[src/rtl/core/pbb_pkg.sv]
// shared types and constants of the primitive bounding box
`default_nettype none
package pbb_pkg;
  typedef enum logic [1:0] {
    CMD_CLEAR   = 2'd0,
    CMD_POINT   = 2'd1,
    CMD_LINE    = 2'd2,
    CMD_ELLIPSE = 2'd3
  } cmd_e;

  localparam int unsigned ROT_BITS = 16;
  localparam int unsigned ANG_BITS = 40;   // cordic angle, 2^-22 degree units
  localparam int unsigned TRIG_BITS = 34;  // q2.30 with headroom for cordic growth
  localparam int unsigned UNITS_PER_DEG = 64;
  localparam int unsigned HALF_TURN = 180 * UNITS_PER_DEG;
  localparam int unsigned FULL_TURN = 2 * HALF_TURN;
  localparam int unsigned QUARTER_TURN = HALF_TURN / 2;
  localparam logic signed [TRIG_BITS-1:0] CordicGain = 34'sd652032874;
  localparam logic signed [TRIG_BITS-1:0] Q30One = 34'sd1073741824;

  function automatic logic signed [ANG_BITS-1:0] atan_lut(input logic [4:0] idx);
    logic signed [ANG_BITS-1:0] v;
    case (idx)
      5'd0: v = 40'sd188743680;
      5'd1: v = 40'sd111421900;
      5'd2: v = 40'sd58872272;
      5'd3: v = 40'sd29884485;
      5'd4: v = 40'sd15000234;
      5'd5: v = 40'sd7507429;
      5'd6: v = 40'sd3754631;
      5'd7: v = 40'sd1877430;
      5'd8: v = 40'sd938729;
      5'd9: v = 40'sd469366;
      5'd10: v = 40'sd234683;
      5'd11: v = 40'sd117342;
      5'd12: v = 40'sd58671;
      5'd13: v = 40'sd29335;
      5'd14: v = 40'sd14668;
      5'd15: v = 40'sd7334;
      5'd16: v = 40'sd3667;
      5'd17: v = 40'sd1833;
      5'd18: v = 40'sd917;
      5'd19: v = 40'sd458;
      5'd20: v = 40'sd229;
      5'd21: v = 40'sd115;
      5'd22: v = 40'sd57;
      5'd23: v = 40'sd29;
      5'd24: v = 40'sd14;
      5'd25: v = 40'sd7;
      5'd26: v = 40'sd4;
      5'd27: v = 40'sd2;
      5'd28: v = 40'sd1;
      default: v = '0;
    endcase
    return v;
  endfunction
endpackage
`default_nettype wire

[src/rtl/core/pbb_front.sv]
// front end: classifies primitives, reduces the angle, checks semi-axes
`default_nettype none
module pbb_front #(
  parameter int unsigned COORD_BITS = 32
) (
  input  wire logic                         clk_i,
  input  wire logic                         rst_ni,
  input  wire logic                         in_valid_i,
  output logic                              in_ready_o,
  input  wire logic [1:0]                   cmd_i,
  input  wire logic signed [COORD_BITS-1:0] fx_i,
  input  wire logic signed [COORD_BITS-1:0] fy_i,
  input  wire logic signed [COORD_BITS-1:0] sx_i,
  input  wire logic signed [COORD_BITS-1:0] sy_i,
  input  wire logic signed [15:0]           rot_i,
  output logic                              q_valid_o,
  input  wire logic                         q_ready_i,
  output logic [1:0]                        q_cmd_o,
  output logic                              q_rej_o,
  output logic                              q_flip_o,
  output logic signed [pbb_pkg::ROT_BITS:0] q_ang_o,
  output logic signed [COORD_BITS-1:0]      q_fx_o,
  output logic signed [COORD_BITS-1:0]      q_fy_o,
  output logic signed [COORD_BITS-1:0]      q_sx_o,
  output logic signed [COORD_BITS-1:0]      q_sy_o
);
  import pbb_pkg::*;

  // two-entry queue toward the back end
  localparam int unsigned Depth = 2;
  localparam int unsigned PW = 2 + 1 + 1 + (ROT_BITS + 1) + 4 * COORD_BITS;

  logic [PW-1:0] mem_q [Depth];
  logic          wp_q, rp_q;
  logic [1:0]    cnt_q;
  logic          push, pop;

  // angle reduction: fold rotation into (-90, 90] degrees
  logic signed [ROT_BITS:0] a0, a1, ared;
  logic                     flip;
  logic                     rej;

  always_comb begin
    a0 = {rot_i[15], rot_i};
    // negative rotations may need two turns added to reach [0, 360)
    a1 = a0;
    if (a1 < 0) a1 = a1 + (ROT_BITS+1)'(FULL_TURN);
    if (a1 < 0) a1 = a1 + (ROT_BITS+1)'(FULL_TURN);
    if (a1 >= (ROT_BITS+1)'(FULL_TURN)) a1 = a1 - (ROT_BITS+1)'(FULL_TURN);
    flip = 1'b0;
    if (a1 > (ROT_BITS+1)'(QUARTER_TURN) && a1 <= (ROT_BITS+1)'(3 * QUARTER_TURN)) begin
      ared = a1 - (ROT_BITS+1)'(HALF_TURN);
      flip = 1'b1;
    end else if (a1 > (ROT_BITS+1)'(3 * QUARTER_TURN)) begin
      ared = a1 - (ROT_BITS+1)'(FULL_TURN);
    end else begin
      ared = a1;
    end
    rej = (cmd_i == CMD_ELLIPSE) && (sx_i <= 0 || sy_i <= 0);
  end

  assign in_ready_o = (cnt_q != 2'(Depth));
  assign push = in_valid_i && in_ready_o;
  assign q_valid_o = (cnt_q != 2'd0);
  assign pop = q_valid_o && q_ready_i;

  always_ff @(posedge clk_i) begin
    if (push) mem_q[wp_q] <= {cmd_i, rej, flip, ared, fx_i, fy_i, sx_i, sy_i};
  end

  assign {q_cmd_o, q_rej_o, q_flip_o, q_ang_o, q_fx_o, q_fy_o, q_sx_o, q_sy_o} = mem_q[rp_q];

  always_ff @(posedge clk_i or negedge rst_ni) begin
    if (!rst_ni) begin
      wp_q  <= 1'b0;
      rp_q  <= 1'b0;
      cnt_q <= '0;
    end else begin
      if (push) wp_q <= ~wp_q;
      if (pop) rp_q <= ~rp_q;
      cnt_q <= cnt_q + 2'(push) - 2'(pop);
    end
  end
endmodule
`default_nettype wire

[config.mk]
export PLATFORM = sky130hd
export DESIGN_NAME = pbb_front
export DESIGN_NICKNAME = d
export VERILOG_FILES = /design/src/rtl/core/pbb_pkg.sv /design/src/rtl/core/pbb_front.sv
export SDC_FILE = /design/constraint.sdc
export NUM_CORES = 1
export LEC_CHECK = 0
export BUFFER_PORTS_ARGS = -buffer_cell sky130_fd_sc_hd__buf_4
export CAP_MARGIN = 20
export CORE_UTILIZATION = 45
export CTS_CLUSTER_DIAMETER = 60
export CTS_CLUSTER_SIZE = 16
export DETAILED_ROUTE_END_ITERATION = 16
export GPL_ROUTABILITY_DRIVEN = 0
export PLACE_DENSITY_LB_ADDON = 0.25
export SLEW_MARGIN = 25
export SYNTH_ARGS = -nofsm -noshare
export SYNTH_HDL_FRONTEND = slang
export SYNTH_SLANG_ARGS = --single-unit
[constraint.sdc]
create_clock -name clk_i -period 7.4 [get_ports clk_i]
set_input_delay 0.37 -clock clk_i [delete_from_list [all_inputs] [get_ports clk_i]]
set_output_delay 0.37 -clock clk_i [all_outputs]
set_load 0.02 [all_outputs]
# Word level (Yosys, flattened, before mapping)
# Memories as Yosys holds them, arrays and structs flattened.
# Index checks and enable logic that the tools add are counted.
[word_totals]
romBits = 0
regBits = 4
latchBits = 0
input_bits = 150
mem_count = 1
elab_cells = 37
output_inout_bits = 151
ram_bits = 298
[classes]
eq_ne = 2
shift = 0
div_mod_pow = 0
n_reduce_logical = 6
addsub = 7
n_bitwise = 2
multipliers = 0
magnitude_cmp = 8
mux = 8
[memory_table]
columns = ["name", "words", "word_bits", "rd", "rd_clocked_by_memory_dff", "wr", "line", "source"]
rows = [
  ["mem_q", 2, 149, 1, 0, 1, "pbb_front.sv:33", "logic [PW-1:0] mem_q [Depth];"],
]
[ops]
columns = ["operator", "count"]
rows = [
  ["$mux W17", 5],
  ["$le A32 B1 Y1 const B", 2],
  ["$sub A17 B15 Y17 const B", 2],
  ["$add A16 B16 Y17 const B", 1],
  ["$add A17 B15 Y17 const B", 1],
  ["$ge A17 B15 Y1 const B", 1],
  ["$gt A17 B13 Y1 const B", 1],
  ["$gt A17 B15 Y1 const B", 1],
  ["$le A17 B15 Y1 const B", 1],
  ["$lt A17 B1 Y1 const B", 1],
  ["$sub A17 B14 Y17 const B", 1],
  ["$lt A16 B1 Y1 const B", 1],
  ["$logic_and A1 B1 Y1", 4],
  ["$mux W1", 3],
  ["$add A2 B1 Y2", 1],
  ["$eq A2 B2 Y1 const B", 1],
  ["$ne A2 B2 Y1 const B", 1],
  ["$not A1 Y1", 2],
  ["$reduce_bool A2 Y1", 1],
  ["$sub A2 B1 Y2", 1],
  ["$logic_or A1 B1 Y1", 1],
]

# Depth between registers and ports, before layout
# Gate-level depths: netlist (run 1).
[depth]
word_depth = 9
mapped_depth = 23
depth_no_buf = 21

# Least setup slack after synthesis (run 1)
# No wires, ideal clock.
[synth_timing]
path_type = "reg2reg"
startpoint = "reg cnt_q[1]"
endpoint = "mem mem_q[0][0] in the netlist's numbering (enable)"
period_less_slack_ns = 7.603
required_time_ns = 6.740
n_path_buf = 0
path_stages_with_launch = 4
setup_slack_ns = -0.203
t_arrival_ns = 6.944
setup_ns = 0.660
path_cell_list = "dfrtp_1 -> nand2b_1 -> nand2_1 -> nor2_1"
[synth_via]
elab_chain_cells = 4
[synth_rtl]
columns = ["item", "line", "source"]
rows = [
  ["start, declared", "pbb_front.sv:35", "logic [1:0] cnt_q;"],
  ["start signal, assigned", "pbb_front.sv:81", "cnt_q <= cnt_q + 2'(push) - 2'(pop);"],
  ["$ne A2 B2 Y1", "pbb_front.sv:62", "assign in_ready_o = (cnt_q != 2'(Depth));"],
  ["via in_ready_o", "pbb_front.sv:9", "output logic in_ready_o,"],
  ["$logic_and A1 B1 Y1", "pbb_front.sv:63", "assign push = in_valid_i && in_ready_o;"],
  ["$mux W1", "pbb_front.sv:68", "if (push) mem_q[wp_q] <= {cmd_i, rej, flip, ared, fx_i, fy_i, sx_i, sy_i};"],
  ["$mux W1 (implied by the code)", "pbb_front.sv:68", ""],
  ["end, declared", "pbb_front.sv:33", ""],
]
# The timed path passes the listed nets, and every way through them passes these cells.

# Worst setup path in the final report (run 1)
[layout_timing]
startpoint = "in rot_i[9]"
endpoint = "mem mem_q[0][144] in the netlist's numbering, data pin"
[layout_via]
elab_chain_cells = 9
elab_cells_between_ends = 17
cone_classes = "5 x add/sub; 6 x order compare; 5 x mux; 1 x reduce/logical"
[layout_rtl]
columns = ["item", "line", "source"]
rows = [
  ["start, declared", "pbb_front.sv:15", "input wire logic signed [15:0] rot_i,"],
  ["$add A16 B16 Y17 or $lt A16 B1 Y1 (tied branches)", "pbb_front.sv:47", "if (a1 < 0) a1 = a1 + (ROT_BITS+1)'(FULL_TURN);"],
  ["$mux W17 *", "pbb_front.sv:47", ""],
  ["$add A17 B15 Y17 or $lt A17 B1 Y1 (tied branches)", "pbb_front.sv:48", "if (a1 < 0) a1 = a1 + (ROT_BITS+1)'(FULL_TURN);"],
  ["$mux W17 *", "pbb_front.sv:48", ""],
  ["$sub A17 B15 Y17 or $ge A17 B15 Y1 (tied branches)", "pbb_front.sv:49", "if (a1 >= (ROT_BITS+1)'(FULL_TURN)) a1 = a1 - (ROT_BITS+1)'(FULL_TURN);"],
  ["$mux W17 *", "pbb_front.sv:49", ""],
  ["$sub A17 B15 Y17 (tied with other cells)", "pbb_front.sv:55", "ared = a1 - (ROT_BITS+1)'(FULL_TURN);"],
  ["$mux W17 or $logic_and A1 B1 Y1 (tied branches)", "pbb_front.sv:54, pbb_front.sv:51", ""],
  ["$mux W17 *", "pbb_front.sv:51", "if (a1 > (ROT_BITS+1)'(QUARTER_TURN) && a1 <= (ROT_BITS+1)'(3 * QUARTER_TURN)) begin"],
  ["via ared[16]", "pbb_front.sv:39", "logic signed [ROT_BITS:0] a0, a1, ared;"],
]
# The timed path passes the listed nets; every way through them passes the cells marked *.

==> results.txt, run 1 <==
* Router iterations before antenna repair: 4
- Worst-Margin Slew: 1.03 ns
- Post-synthesis area per instance: 17.9 um2
- The floorplan step set the die width to 168 um.
* Total Neg Setup Slack: 0 ns
- Slew headroom: 31.4%
* Unique cell type count in the Yosys netlist: 61
- Maximum number of pins on one net before global-route repair: 75
- Clock-pin slew was measured on the worst setup and hold paths at 0.07 ns.
- Of all flip-flops after synthesis, the portion carrying an async set or reset was 1.32%.
* Initial core utilization: 46.0%
- Across the VDD grid, the largest voltage drop is 0.401 mV.
- CTS sink count: 302
- The tool flagged a number of max-cap violations equal to 0.
- The worst setup path is launched from an input pin.
* Area taken by multi-input logic gates: 3180 um2
- After legalization and detailed placement, the total HPWL measured 17.9 mm.
* Setup repair after global routing missed its margin: false
- In this run the remaining antenna-violating nets after routing total 0.
- Buffers added to address setup during post-CTS repair amount to 0.
- For this design, the slowest cell found on the critical path is sky130_fd_sc_hd__xnor2_1.
- For this run, the number of Yosys warnings is 0.
- After detailed routing, the number of remaining DRC violations is 0.
- In this run, synthesis produced a sequential element count of 302.
- Signed area change from the synthesized netlist to the final layout: 35.7%
* Clock Tree Buf Depth: 3
- The first global-routing pass estimated 42.3 mm of wire.
* CTS root buf: sky130_fd_sc_hd__clkbuf_16
- Non-filler cells, final: 1,452
* Gate Count Post-Synth: 694
* Final Skew: 0.0157 ns
* WL final: 27.9 mm
- Share of layout cells above drive strength 1: 46.6%
- The largest single stage delay on the critical path is 0.39 ns.
- Pwr dens: 370 nW/um2
- At the later pin of the worst-skew pair, clock insertion delay measures 0.55 ns.
- For the worst setup path, the data arrival time is 5.29 ns.
- Sequential cell area: 9050 um2
- H-tree depth: 1
- Buffers inserted during clock tree synthesis total 26.
- Sequential cells were found to cover 73.0% of the synthesized design area.
- Number of nets in the final layout: 1,257
- Period utilisation layout: 66.5%
- Across all layers, the routed design uses 7,556 vias.
* Count of placed standard cells including taps: 1,315
- Required @ worst endpoint: 7.77 ns
- By startpoint and endpoint, the worst setup path is classified as in -> reg.
* CTS tree: done
- Post-Syn Area: 12,400 um2
- In this run the vertical extent of the chip is 168 um.
* I/O pin count: 301
* Detailed-route vias per instance: 5.20
- Final worst path period need: 4.92 ns
- Kind of end point of the critical path: flip-flop
* Wire length per cell: 19.2 um
- Number of global-route vias before repair: 7,684
* Total routing usage reported by global routing: 19.4%
- Leakage power: 6.24 nW
- OpenSTA, run right after detailed placement, puts the worst setup slack at 1.65 ns.
- Critical path buffer and inverter count: 4
- Post-synthesis net count: 855
- The initial antenna violation count came to 0.
- Among cell families on the critical path, the largest total delay comes from compound AO/OA/AOI/OAI gates.
- The signal on the critical path passes through buf_4 -> ha_1 -> mux2_2 -> ha_1 -> inv_1 -> a21oi_1 -> inv_1 -> ha_1 -> inv_1 -> a41oi_1 -> nand3b_1 -> o31ai_4 -> o21ai_4 -> xnor2_1 -> ha_1 -> nor2_1 -> and4_1 -> a221o_1 -> a21oi_1 -> o21ai_0 -> mux2i_1 -> mux2i_1.
- Setup violations remaining at the end of the flow were counted as 0.
- The repair_antennas step left the layout with diodes totalling 0.
* Number of I/O port buffers: 300
* Total count of max-transition violations in the final report: 0
- Final count of hold timing violations: 0
- Most used DFF post-synth: sky130_fd_sc_hd__edfxtp_1
* Smallest setup slack after layout: 2.48 ns
- Based on the critical path, the design can be clocked at up to 0.203 GHz.
* Fin util: 62.4%
- Of all nets on the critical path, the largest fanout is 12.
* Most repeated library cell on the critical path: sky130_fd_sc_hd__ha_1
- Fill cells in the final layout number 1,971.
- Area of the core region: 27,000 um2
- The run finished with clean final reports.
- Counting flops with a built-in enable in the synthesized netlist gives 298.
* Total gr overflow: 0
* Worst hold path class: in -> reg
* Row Count: 60
- Die outline area: 28,200 um2
- Violation count after the first detailed-routing iteration: 479
cells in the final DEF (no fill, tap or decap), types with 4 or more instances in the layout:
cell type,n
sky130_fd_sc_hd__nor3_1,5
sky130_fd_sc_hd__and2_1,4
sky130_fd_sc_hd__edfxtp_1,298
sky130_fd_sc_hd__o211ai_1,7
sky130_fd_sc_hd__nand2_1,13
sky130_fd_sc_hd__a211oi_1,4
sky130_fd_sc_hd__clkbuf_16,26
sky130_fd_sc_hd__nand2b_1,7
sky130_fd_sc_hd__xnor2_1,12
sky130_fd_sc_hd__mux2_2,150
sky130_fd_sc_hd__nor2_1,15
sky130_fd_sc_hd__o21ai_0,11
sky130_fd_sc_hd__dlygate4sd3_1,93
sky130_fd_sc_hd__buf_4,306
sky130_fd_sc_hd__nor4_1,16
sky130_fd_sc_hd__mux2i_1,4
sky130_fd_sc_hd__xor2_1,7
sky130_fd_sc_hd__a21oi_1,11
sky130_fd_sc_hd__inv_1,13
sky130_fd_sc_hd__ha_1,11
sky130_fd_sc_hd__nand4_1,7
sky130_fd_sc_hd__nand3_1,5
report_power, final:
group | total (W) | leakage, nW | internal, W | switching [W]
Sequential | 0.00245 | 2.81 | 0.00236 | 0.0000826
Combinational | 0.00241 | 3.02 | 0.00104 | 0.00136
Clock | 0.00136 | 0.402 | 0.000752 | 0.000606
routing by layer:
metal  wire [um]  share of wire, %  GRT usage [%]
met5           0                 0              0
met4         920               3.3           6.46
met3        1570               5.6           3.60
met2       14200                51           34.6
met1       11300                40           23.6
flip-flops by register name, indices dropped and copies added, names as in the netlist:
name,cells
cnt_q,2
rp_q,1
mem_q,298
wp_q,1
layout make-up:
type,instances,share of cell area (%)
inverters,13,0.290
flip-flops and latches,302,53.9
multi-input cells,353,18.9
clock inverters,15,1.10
repair buffers,400,19.4
clock buffers,28,3.92
well taps,341,2.54
synth_stat cells, drive strengths merged, types with 3 or more instances:
library cell / number / area, um2
o31ai: 5 / 51.3
xor2: 7 / 61.3
or2: 3 / 18.8
ha: 11 / 138
and3: 3 / 18.8
a21oi: 14 / 88.8
inv: 13 / 48.8
or3: 5 / 41.3
and2: 6 / 42.5
xnor2: 12 / 105
a21o: 3 / 22.5
nor4: 16 / 100
dfrtp: 4 / 100
o311ai: 3 / 26.3
nand2b: 7 / 43.8
edfxtp: 298 / 8950
nand3: 5 / 25.0
a211oi: 6 / 62.6
buf: 12 / 76.3
o211ai: 7 / 52.6
nor3: 5 / 25.0
o21ai: 13 / 76.3
nand3b: 3 / 22.5
nor2: 16 / 60.1
mux2i: 5 / 62.6
mux2: 150 / 1690
o31a: 3 / 26.3
nand4: 7 / 43.8
nand2: 13 / 48.8
clkbuf: 14 / 52.6
kinds of logic (layout without fill, tap and decap cells):
logic type / count (synthesis) / in the layout / share of synthesized area [%]
DFF: 302 / 302 / 73.0
muxes: 155 / 155 / 14.1
and+or+nand+nor: 93 / 93 / 4.22
AOI/OAI and AO/OA: 75 / 75 / 4.73
buffers and inverters: 39 / 456 / 1.43
xor gates and xnor gates: 19 / 19 / 1.34
adders and majority gates: 11 / 11 / 1.11
stage by stage:
stage               power (W)  instance area, um2  hold WS [ns]
floorplan             0.00395               12400        0.0744
global placement      0.00482               15000         0.171
detailed placement    0.00484               15000         0.172
CTS                   0.00625               16800      0.000242
global route          0.00648               16800      0.000806
finish                0.00621               16800        0.0270
repair_timing:
action / in CTS / in global routing
hold buffers: 93 / 0
hold endpoints to repair: 183 / 0
gates resized for setup: 0 / 0
final timing paths:
kind	end	slack [ns]	start	depth (start not counted)
setup / recovery	mem_q[0][144]	2.48	rot_i[9]	22
hold / removal	mem_q[1][60]	0.03	sx_i[28]	1
setup reg to reg	mem_q[0][38]	5.18	cnt_q[1]	4
hold reg to reg	cnt_q[1]	0.51	cnt_q[1]	1
max in group asynchronous	rp_q	7.12	rst_ni	2
min in group asynchronous	cnt_q[0]	0.17	rst_ni	2
Note: power is estimated with default switching activity, not from simulation.
==> run 2, diff against run 1 <==
Settings changed: ABC_AREA set to 1.
Clock period 7.4 ns to 4.15 ns, I/O delays scaled along.
==> run 2 against run 1 <==
Sequential share of layout area shrank 2.0 points; critical path depth shrank 1; setup slack lost 1.4 ns; worst hold slack better by 0.36 ns; global-route usage rose by 1.7 points; cell count grew 30%; sequential power increased by 82%; critical path type unchanged; largest cell class unchanged; largest power group is now combinational logic; highest routed layer unchanged.
==> results.txt, run 2 <==
- Count of unresolved DRC violations after routing: 0 (unchanged)
- The number of pins exceeding their max-slew limit in the final report came to 0 (unchanged).
- HPWL reported at the end of detailed placement: 18.9 mm (+5.6%)
- Unique cell type count in the Yosys netlist: 34 (-44%)
* Largest area contributor in the synthesized netlist: sky130_fd_sc_hd__edfxtp_1
* Max Fclk: 0.324 GHz
* Cts hold-fix bufs: 143 (+54%)
* WL final: 30.7 mm (+9.9%)
* Worst-skew pair later-pin latency: 0.55 ns (about the same)
* Detailed-route vias per instance: 4.90 (-5.9%)
- Kind of end point of the critical path: flip-flop
* Synthesis warning total: 0 (unchanged)
- The static leakage came to 7.59 nW (+22%).
* Critical Path Fanout Max: 10 (-2)
- Die width: 168 um (+0.16%)
- Cell types with the largest area share after synthesis: sky130_fd_sc_hd__edfxtp_1 72%, sky130_fd_sc_hd__nand2_1 17%, sky130_fd_sc_hd__nand3_1 1.3%
- The maximum count of clock buffers along a single path is 3 (unchanged).
- The count of instances resized after the clock tree is built came to 0 (unchanged).
- The number of rows in the core area came to 60 (unchanged).
- Die outline area: 28,300 um2 (+0.32%)
- CTS root buf: sky130_fd_sc_hd__clkbuf_16
- By count the netlist is led by 559 x sky130_fd_sc_hd__nand2_1, 298 x sky130_fd_sc_hd__edfxtp_1, 34 x sky130_fd_sc_hd__inv_1, 33 x sky130_fd_sc_hd__clkbuf_1, 33 x sky130_fd_sc_hd__nand3_1.
- Number of global-route vias before repair: 9,075 (+18%)
* Arrival @ worst endpoint: 3.36 ns (-1.93 ns)
- Worst-Margin Slew: 0.921 ns (-0.108 ns)
- The final setup violation count is 0 (unchanged).
* I/O pin count: 301 (unchanged)
- Final worst path period need: 3.09 ns
* Worst hold path class: in -> reg
- The post-synthesis instance area is 12,400 um2 (+0.32%).
- Total routing usage reported by global routing: 21.1% (+1.7 points)
- Largest registers in the final layout: mem_q x298, cnt_q x2
* Startpoint-to-endpoint class of the critical path: in -> reg
- Violation count after the first detailed-routing iteration: 540 (+13%)
- TritonCTS built the clock tree.
- CTS sink count: 302 (unchanged)
- Signed area change from the synthesized netlist to the final layout: 40.5%
- Clock transition at path regs: 0.06 ns (about the same)
- Reg with most FFs: mem_q
* Required @ worst endpoint: 4.43 ns (-3.34 ns)
* Setup crit start kind: input pin
* First-pass GRT wire length: 47.1 mm (+11%)
- Period utilisation layout: 74.4%
* Share of layout cells above drive strength 1: 25.6% (-21 points)
- Pwr dens: 680 nW/um2 (+84%)
* Fin util: 64.6% (+2.3 points)
- The mean instance size in the synthesized netlist came to 11.5 um2 (-36%).
- Die height: 168 um (+0.16%)
* Worst vdd ir: 0.762 mV (+90%)
- The count of buffers from port buffering is 300 (unchanged).
- Maximum number of pins on one net before global-route repair: 150 (+100%)
- Flip-flop count of the largest register, all copies and words added: 298 (unchanged)
- Count of placed standard cells including taps: 1,695 (+29%)
- The filler cell count in the final layout was 2,033 (+3.1%).
- Most numerous cell in the Yosys netlist: sky130_fd_sc_hd__nand2_1
* Final Skew: 0.0270 ns (+0.0114 ns)
- The initial antenna violation count came to 0 (unchanged).
- The setup fix buffers added after clock tree synthesis is 0 (unchanged).
- Yosys top cell area share: 72.0% (-0.23 points)
- The effective utilization at floorplan came to 46.0% (about the same).
- Most used DFF post-synth: sky130_fd_sc_hd__edfxtp_1
- The flow ran to the end, and the final reports show no timing, DRC or antenna violations.
- Leaving out fill and tap cells, the most frequent cell in the layout is sky130_fd_sc_hd__nand2_1.
- Total gr overflow: 0 (unchanged)
* Setup repair after global routing missed its margin: false
- The number of nets in the layout came to 1,688 (+34%).
- The top cell types in the final layout, fill and taps aside, are 559 x sky130_fd_sc_hd__nand2_1, 304 x sky130_fd_sc_hd__buf_4, 298 x sky130_fd_sc_hd__edfxtp_1.
* Antenna Violating Nets Remaining: 0 (unchanged)
* Post-synthesis net count: 1,242 (+45%)
* Router iterations before antenna repair: 5 (+1)
- Register area share after synthesis: 72.8% (-0.24 points)
- The total via count after detailed routing was 9,232 (+22%).
- FFs w/ async S/R, synth: 1.32% (unchanged)
* Final count of hold timing violations: 0 (unchanged)
* Number of buffers created by CTS: 28 (+7.7%)
- Register bit count reported by yosys: 302 (unchanged)
- Non-filler cells, final: 1,886 (+30%)
- Gate Count Post-Synth: 1,081 (+56%)
- The number of maximum-capacitance violations was 0 (unchanged).
- The level count of the clock H-tree is 1 (unchanged).
- The relative max-transition margin is 38.6% (+7.2 points).
* Number of enable flip-flop cells after synthesis: 298 (unchanged)
- The average wire length per cell after detail routing came to 16.3 um (-15%).
* Area of the core region: 27,000 um2 (+0.28%)
[run 2: changes by cell type after synthesis, moves of 10 or more]
| cell | previous run | this run |
|---|---|---|
| sky130_fd_sc_hd__nand2_1 | 13 | 559 |
| sky130_fd_sc_hd__mux2_2 | 150 | 0 |
| sky130_fd_sc_hd__nand3_1 | 5 | 33 |
| sky130_fd_sc_hd__inv_1 | 13 | 34 |
| sky130_fd_sc_hd__clkbuf_1 | 14 | 33 |
| sky130_fd_sc_hd__nand2_2 | 0 | 12 |
| sky130_fd_sc_hd__o21ai_0 | 11 | 1 |
[run 2: final timing paths]
check                      startpoint       endpoint  slack, ns  depth (start not counted)
min reg2reg                  cnt_q[0]       cnt_q[0]       0.53                          1
max in group asynchronous      rst_ni           rp_q       3.38                          3
max reg2reg                      rp_q           rp_q       1.96                          3
max                          rot_i[2]  mem_q[0][140]       1.06                         21
min                           sy_i[2]    mem_q[0][2]       0.39                          2
min in group asynchronous      rst_ni       cnt_q[0]       0.57                          3
[run 2: power breakdown]
| group | total, W | internal [W] | switching [W] |
|---|---|---|---|
| sequential | 0.00447 | 0.00421 | 0.000258 |
| clock | 0.00264 | 0.00150 | 0.00114 |
| combinational | 0.00477 | 0.00169 | 0.00308 |
[run 2: area by class of cell]
class | instances | area, um2 | share of cell area [%]
flip-flops and latches | 302 | 9050 | 51.8
repair buffers | 450 | 3770 | 21.6
multi-input cells | 703 | 3100 | 17.7
clock buffers | 28 | 701 | 4.01
well taps | 341 | 427 | 2.44
clock inverters | 19 | 248 | 1.42
inverters | 42 | 168 | 0.960
diodes | 1 | 2.50 | 0.0143
[run 2: per-stage QoR]
| step | setup slack, ns | TNS, ns | instance area, um2 | hold WS [ns] | total power, W |
|---|---|---|---|---|---|
| finish | 1.06 | 0 | 17500 | 0.386 | 0.0119 |
| global route | 0.656 | 0 | 17500 | 0.374 | 0.0125 |
| CTS | 1.06 | 0 | 17500 | 0.365 | 0.0120 |
| detailed placement | 0.512 | 0 | 15100 | 0.0108 | 0.00920 |
| global placement | 0.605 | 0 | 15100 | 0.0103 | 0.00913 |
| floorplan | -0.942 | -278.77 | 12400 | -0.0881 | 0.00720 |
[run 2: worst max-delay path, stage by stage]
cell and delay, ns:
sky130_fd_sc_hd__dlygate4sd3_1 0.55, sky130_fd_sc_hd__buf_4 0.15, sky130_fd_sc_hd__nor2_1 0.07, sky130_fd_sc_hd__nand2_1 0.06
sky130_fd_sc_hd__nor4_1 0.44, sky130_fd_sc_hd__nand3_1 0.14, sky130_fd_sc_hd__nor2_1 0.23, sky130_fd_sc_hd__nand2_4 0.13
sky130_fd_sc_hd__nand3_4 0.17, sky130_fd_sc_hd__nand2_1 0.10, sky130_fd_sc_hd__nand2_2 0.14, sky130_fd_sc_hd__ha_1 0.17
sky130_fd_sc_hd__nand3_1 0.10, sky130_fd_sc_hd__nand3_1 0.09, sky130_fd_sc_hd__nand3_1 0.10, sky130_fd_sc_hd__nand2_2 0.11
sky130_fd_sc_hd__nand2_4 0.10, sky130_fd_sc_hd__inv_4 0.11, sky130_fd_sc_hd__nand2_2 0.07, sky130_fd_sc_hd__nand2_1 0.07
sky130_fd_sc_hd__nand2_1 0.06
[run 2: cell families (layout without fill, tap and decap cells)]
group                    after synthesis  count (layout)  share of synthesized area [%]
adder cells (fa/ha/maj)               11              11                           1.11
AND/OR/NAND/NOR                      669             669                           22.3
XOR/XNOR                               8               8                          0.564
buffers and inverters                 76             539                           2.42
other                                  0               1                              0
AO/OA/AOI/OAI                         15              15                          0.845
flip-flops                           302             302                           72.8
[run 2: layer usage]
layer | vias to the layer above | track usage, % | wire, um
li1 | 4527 | - | -
met1 | 4356 | 26.4 | 12600
met2 | 297 | 36.9 | 15300
met3 | 52 | 4.14 | 1940
met4 | 0 | 6.56 | 856
met5 | - | 0 | 0
